$ cat config.mk
export PLATFORM = sky130hd
export DESIGN_NAME = ssc_div_pipe
export DESIGN_NICKNAME = d
export VERILOG_FILES = /design/src/rtl/ssc_pkg.sv /design/src/rtl/ssc_div_pipe.sv
export SDC_FILE = /design/constraint.sdc
export NUM_CORES = 2
export LEC_CHECK = 0
export BUFFER_PORTS_ARGS = -buffer_cell sky130_fd_sc_hd__buf_2
export CAP_MARGIN = 20
export CORE_MARGIN = 1.5
export CORE_UTILIZATION = 55
export CTS_BUF_LIST = sky130_fd_sc_hd__clkbuf_8
export DETAILED_ROUTE_END_ITERATION = 10
export PLACE_DENSITY_LB_ADDON = 0.05
export SYNTH_ARGS = -nofsm -noshare
export SYNTH_HDL_FRONTEND = slang
export SYNTH_SLANG_ARGS = --single-unit
export TNS_END_PERCENT = 10
$ cat constraint.sdc
create_clock -name aclk -period 10.14 [get_ports aclk]
set_input_delay 1.014 -clock aclk [delete_from_list [all_inputs] [get_ports aclk]]
set_output_delay 1.014 -clock aclk [all_outputs]
set_load 0.01 [all_outputs]
$ cat src/rtl/ssc_pkg.sv
`default_nettype none
package ssc_pkg;

    localparam int COORD_W  = 24;
    localparam int RADIUS_W = 23;
    localparam int DEPTH_W  = 24;
    localparam int DIR_W    = 16;
    localparam int DIFF_W   = 25;
    localparam int SQ_W     = 51;
    localparam int ROOT_W   = 26;
    localparam int RSUM_W   = 24;
    localparam int DIR_FRAC = 14;
    localparam int MAG_W    = 24;
    localparam int NUM_W    = MAG_W + DIR_FRAC;

    typedef struct packed {
        logic signed [COORD_W-1:0]  center_a_x;
        logic signed [COORD_W-1:0]  center_a_y;
        logic signed [COORD_W-1:0]  center_a_z;
        logic        [RADIUS_W-1:0] radius_a;
        logic signed [COORD_W-1:0]  center_b_x;
        logic signed [COORD_W-1:0]  center_b_y;
        logic signed [COORD_W-1:0]  center_b_z;
        logic        [RADIUS_W-1:0] radius_b;
    } in_word_t;

    typedef struct packed {
        logic                      touching;
        logic        [DEPTH_W-1:0] depth;
        logic signed [DIR_W-1:0]   dir_x;
        logic signed [DIR_W-1:0]   dir_y;
        logic signed [DIR_W-1:0]   dir_z;
    } out_word_t;

endpackage
`default_nettype wire

$ cat src/rtl/ssc_div_pipe.sv
`default_nettype none
// restoring divider, one quotient bit per stage: q = num / den (den != 0), num < den*2^15
module ssc_div_pipe (
    input  wire logic                         aclk,
    input  wire logic                         en,
    input  wire logic [ssc_pkg::NUM_W-1:0]    num,
    input  wire logic [ssc_pkg::ROOT_W-1:0]   den,
    output logic      [ssc_pkg::DIR_FRAC:0]   quo
);
    localparam int QB = ssc_pkg::DIR_FRAC + 1;
    localparam int RW = ssc_pkg::ROOT_W + 1;

    logic [ssc_pkg::NUM_W-1:0]  num_reg [QB+1];
    logic [ssc_pkg::ROOT_W-1:0] den_reg [QB+1];
    logic [RW-1:0]              rem_reg [QB+1];
    logic [QB-1:0]              q_reg   [QB+1];

    always_comb begin
        num_reg[0] = num;
        den_reg[0] = den;
        rem_reg[0] = '0;
        q_reg[0]   = '0;
    end

    for (genvar i = 0; i < QB; i++) begin : g_st
        // bits above the top QB positions of the quotient are zero by the range of num
        localparam int BIT = QB - 1 - i;
        logic [RW:0] trial;
        logic [RW:0] sub;
        if (i == 0) begin : g_first
            always_comb begin
                trial = (RW+1)'(num_reg[i][ssc_pkg::NUM_W-1:BIT]);
                sub   = trial - {2'b0, den_reg[i]};
            end
        end else begin : g_next
            always_comb begin
                trial = {rem_reg[i], num_reg[i][BIT]};
                sub   = trial - {2'b0, den_reg[i]};
            end
        end
        always_ff @(posedge aclk) begin
            if (en) begin
                num_reg[i+1] <= num_reg[i];
                den_reg[i+1] <= den_reg[i];
                if (!sub[RW]) begin
                    rem_reg[i+1] <= sub[RW-1:0];
                    q_reg[i+1]   <= q_reg[i] | (QB'(1) << BIT);
                end else begin
                    rem_reg[i+1] <= trial[RW-1:0];
                    q_reg[i+1]   <= q_reg[i];
                end
            end
        end
    end

    assign quo = q_reg[QB];
endmodule
`default_nettype wire

## Yosys cells after proc, flatten, opt, wreduce, memory -nomap -nowiden

Cells that the tools add are included.
Widths: inputs -> output; s select.

- Latch bits: 0
- Bits of input ports: 66
- Register bits after elaboration: 1,072
- Memories kept: 0
- Output and inout port bits: 15
- Bits in read-only memories: 0
- Bits in writable memories: 0

- Multipliers: 0
- Add/sub/neg operators: 15
- Equal/unequal tests: 0
- Order comparisons: 0
- Bitwise operators: 0
- Reductions and logical operators: 0
- Div/mod/pow operators: 0
- Mux-type cells: 15
- Shift-type cells: 0

Operators with widths:

| kind | number |
|---|---|
| $sub 28x26->28 | 14 |
| $mux 27 | 13 |
| $sub 24x26->27 | 1 |
| $mux 24 | 1 |
| $mux 15 | 1 |

## Depth between registers and ports, before layout

- Depth after elaboration: 2
- Depth in mapped cells: 16
- Depth with buffers taken out: 14

## Worst setup path before layout

Ideal clock, no wire load.

- Path type: input -> register
- Start point: input port num[14] (netlist bit)
- End point: register rem_reg (netlist bit g_st[1].trial[1]) (data pin)
- Setup slack: 6,406 ps
- Cell stages on the path: 15
- Arrival: 3,467 ps
- Cell sequence: inv_1 ha_1 inv_1 fa_1 a21o_1 a21oi_1 o21bai_1 a21oi_1 or4_1 a21oi_1 and4_1 nor2_1 clkbuf_1 clkbuf_1 o21ai_0

- Word-level cells in the longest chain between the ends: 2

Ends and longest elaborated chain:

| what | RTL line | RTL |
|---|---|---|
| from (decl) | ssc_div_pipe.sv:6 | `input wire logic [ssc_pkg::NUM_W-1:0] num,` |
| $sub 24x26->27 | ssc_div_pipe.sv:33 | `sub = trial - {2'b0, den_reg[i]};` |
| $mux 24 * | ssc_div_pipe.sv:45 | `if (!sub[RW]) begin` |
| to (signal, indexed assignment) | ssc_div_pipe.sv:46 | `rem_reg[i+1] <= sub[RW-1:0];` |
| to (signal, indexed assignment) | ssc_div_pipe.sv:49 | `rem_reg[i+1] <= trial[RW-1:0];` |
| to (decl) | ssc_div_pipe.sv:15 | `logic [RW-1:0] rem_reg [QB+1];` |

Every way passes the cells marked *; elsewhere a longest branch is shown, timed or not.
A chain may end at the register's enable or synchronous reset.

## Worst setup path in the final report

- Start point: register rem_reg (netlist bit g_st[12].trial[1])
- End point: register rem_reg (netlist bit g_st[13].trial[4]) (data pin)

- Word-level cells in the longest chain between the ends: 2

Ends and longest elaborated chain:

| what | RTL line | RTL |
|---|---|---|
| $sub 28x26->28 | ssc_div_pipe.sv:38 | `sub = trial - {2'b0, den_reg[i]};` |
| $mux 27 | ssc_div_pipe.sv:45 |  |

Every way passes these cells.

==> flow_metrics.py <==
metrics = {
    "setup_path": {
        "required_ps": 10700,
        "reg2reg_depth": 11,
        "path_class": "flop to flop",
        "rrSetupSlack_ps": 5790,
        "r2r_end": "g_st[13].trial[4]",
        "critPathLaunchType": "flop",
        "cpPeakStageDelay_ps": 910,
        "crit_path_frequent_cell": "o21ai_0",
        "crit_chain": "ha_1 > nor2b_1 > o21a_1 > o21ai_0 > a2111oi_0 > o21ai_0 > o2111a_1 > o21ai_0 > xnor2_2 > buf_4 > mux2_2",
        "crit_arrival_ps": 4910,
        "rr_startpoint": "g_st[12].trial[1]",
        "critPathSlowestCell": "a2111oi_0",
        "path_max_fanout": 29,
        "end_kind": "flop",
    },
    "global_routing": {
        "grt_pass1_vias": 33800,
        "antenna_found_initial": 1,
        "track_usage_pct": 19.2,
        "grt_overflow": 0,
        "grt_max_degree": 172,
        "grt_pass1_wl_mm": 154,
    },
    "clock_network": {
        "cts_tree": "built",
        "clk_pin_slew_ps": 60,
        "cts.sinks": 967,
        "post_cts_buffers": 0,
        "root_buffer": "clkbuf_8",
        "cts_resized": 0,
        "clock_latency_ps": 830,
        "htreeDepth": 4,
        "max-clock-path-buffers": 3,
        "hold_buffers": 0,
        "cts_buffers": 166,
    },
    "power_and_ir_drop": {
        "leakage_nw": 23.8,
        "power.switching_mw": 6.40,
        "max-vdd-ir-drop_uv": 184,
        "clockPowerShare_pct": 18.0,
        "netSwitchingFraction_pct": 35.8,
        "power_frac_seq_pct": 36.0,
        "internal_power_mw": 11.5,
        "powerDensity_nw_per_um2": 311,
        "p_comb_share_pct": 46.0,
    },
    "sta": {
        "drv_slew": 0,
        "skew_ps": 32.5,
        "hold_viol_final": 0,
        "worstMarginPinSlew_ps": 1050,
        "report.final.setup_viol": 0,
        "grt_setup_unrepaired": "false",
        "fin_crit_sh_pct": 42.9,
        "setup_tns_ps": 0,
        "slew_headroom_pct": 29.9,
        "min_period_ps": 4350,
        "fmax_mhz": 230,
    },
    "route": {
        "drc": 0,
        "wl_per_cell_um": 15.4,
        "drtAntennaViolNets": 0,
        "drt_wl_total_mm": 92.5,
        "vias": 32800,
        "dr.pass1.iters": 5,
        "vias_per_cell": 5.48,
        "drtIter0Drc": 1486,
    },
    "layout": {
        "syn_to_final_growth_pct": 9.29,
        "design_area_sq_um": 57500,
        "drive_above_1_share_pct": 11.7,
        "fin_nets": 5062,
        "largest_reg_flops": 392,
    },
    "run": {
        "cap_violations": 0,
    },
    "placed_design": {
        "dpl.hpwl_mm": 67.9,
        "io_buffers": 80,
        "gp_congestion": 0.912,
        "dpl-instance-area_sq_um": 54500,
    },
    "synth": {
        "synthAdderAreaFrac_pct": 9.73,
        "ys_types": 85,
        "synthCells": 4419,
        "synthMuxAreaShare_pct": 4.39,
        "synth_seq_area_share_pct": 55.2,
        "ys_seq_elements": 967,
        "synth_compound_area_share_pct": 14.0,
        "synth-xor-area-share_pct": 5.50,
        "netlist_area_sq_um": 52700,
        "synth-main-ff-cell": "edfxtp_1",
        "synth_most_common_cell": "edfxtp_1",
        "yosysTopAreaCell": "edfxtp_1",
        "synthTopCellsByCount": "967 x edfxtp_1, 481 x inv_1, 387 x ha_1",
        "syn_area_per_cell_sq_um": 11.9,
        "synthTopCellsByArea": "edfxtp_1 55%, ha_1 9.2%, mux2_2 4.2%",
        "synth-edff-count": 967,
        "synthArstFlopShare_pct": 0,
        "synth_top_family_by_area": "compound AO/OA/AOI/OAI gates",
        "synth-simple-area-share_pct": 6.96,
        "synth_warnings": 0,
        "synth.top_cell.area_share_pct": 55.2,
    },
    "floorplan": {
        "rows": 113,
        "initial_utilization_pct": 55.5,
        "coreArea_sq_um": 94900,
        "ios": 81,
        "die_w_um": 312,
        "die_y_um": 312,
        "dieArea_sq_um": 97600,
    },
    "run_status": {
        "status": "finished clean",
    },
    "worst_hold_path": {
        "hp-start": "num[3]",
        "holdPathStages": 1,
        "holdPathEnd": "num_reg[535]",
        "hold_path_class": "input port to flop",
    },
}
## layout by cell type (no fill, tap or decap), drive strengths merged, types with 33 or more instances in the layout
cell type,synthesis,final
nor3,33,33
nand3,64,64
buf,45,105
nor2,176,176
edfxtp,967,967
nand2b,41,41
a21oi,328,328
ha,387,387
xor2,127,127
o21bai,61,61
a211oi,41,41
a21o,169,169
nor2b,46,46
nand4,37,37
clkinv,0,56
xnor2,201,201
clkbuf,53,167
o21ai,296,296
nand2,279,279
o21a,51,51
and3,37,37
mux2,199,199
a31oi,34,34
inv,482,544
## through the flow
stage,power [mW],worst slack (ps),cells,util (%),hold slack [ps]
2_1_floorplan,13.0,6410,4420,-,400
3_3_place_gp,14.6,5600,5692,57.5,400
3_5_place_dp,14.7,5590,5692,57.5,405
4_1_cts,18.1,5810,5988,60.6,248
5_1_grt,19.3,5540,5989,60.7,283
6_report,17.9,5790,5989,60.7,363
## routing by layer
metal / share of wire [%] / track usage, % / routed length, um / vias to the layer above
met1: 36 / 18.1 / 33700 / 15400
met2: 55 / 38.2 / 50900 / 545
met4: 5.3 / 11.1 / 4860 / 0
li1: - / - / - / 16600
met5: 0 / 0 / 0 / -
met3: 3.2 / 3.44 / 2990 / 268
## power groups by stage
stage | registers (mW) | logic [mW] | clock network, mW
after floorplan | 6.33 | 6.65 | 0
after detailed placement | 6.53 | 8.20 | 0
final | 6.45 | 8.23 | 3.22
after global placement | 6.52 | 8.10 | 0
after CTS | 6.46 | 8.27 | 3.34
after global routing | 6.56 | 9.21 | 3.52
## cells by family (layout without fill, tap and decap cells)
family,count (synthesis),after routing
AOI/OAI and AO/OA,1157,1157
buffers and inverters,580,883
xor gates and xnor gates,328,328
and+or+nand+nor,779,779
other,1,3
muxes,206,206
DFF,967,967
adders and majority gates,401,401
## worst max-delay path: cells and delay by family, from the launching register on
family / cells / cell delay (ps)
AOI/OAI and AO/OA: 6 / 2270
DFF: 1 / 430
and+or+nand+nor: 1 / 130
muxes: 1 / 380
buffers and inverters: 1 / 370
adders and majority gates: 1 / 300
xor gates and xnor gates: 1 / 190
## worst max-delay path by stage
stage                      startpoint           endpoint  slack [ps]  cells past startpoint
CTS                 g_st[10].trial[0]  g_st[11].trial[5]        5810                     12
detailed placement            num[14]  g_st[1].trial[10]        5590                     16
floorplan                     num[14]   g_st[1].trial[1]        6410                     15
finish              g_st[12].trial[1]  g_st[13].trial[4]        5790                     11
global route         g_st[4].trial[0]  g_st[5].trial[25]        5540                     14
global placement              num[14]   g_st[1].trial[2]        5600                     15
## layout make-up
| cell class | count | area, sq um |
|---|---|---|
| inverter | 482 | 1810 |
| multi-input combinational | 2873 | 21400 |
| fill | 7727 | 37300 |
| timing repair buffer | 105 | 636 |
| antenna | 1 | 2.50 |
| tap | 1265 | 1580 |
| clock inverter | 129 | 736 |
| clock buffer | 167 | 2300 |
| sequential | 967 | 29000 |
No activity file was read; power rests on OpenSTA's default activity.
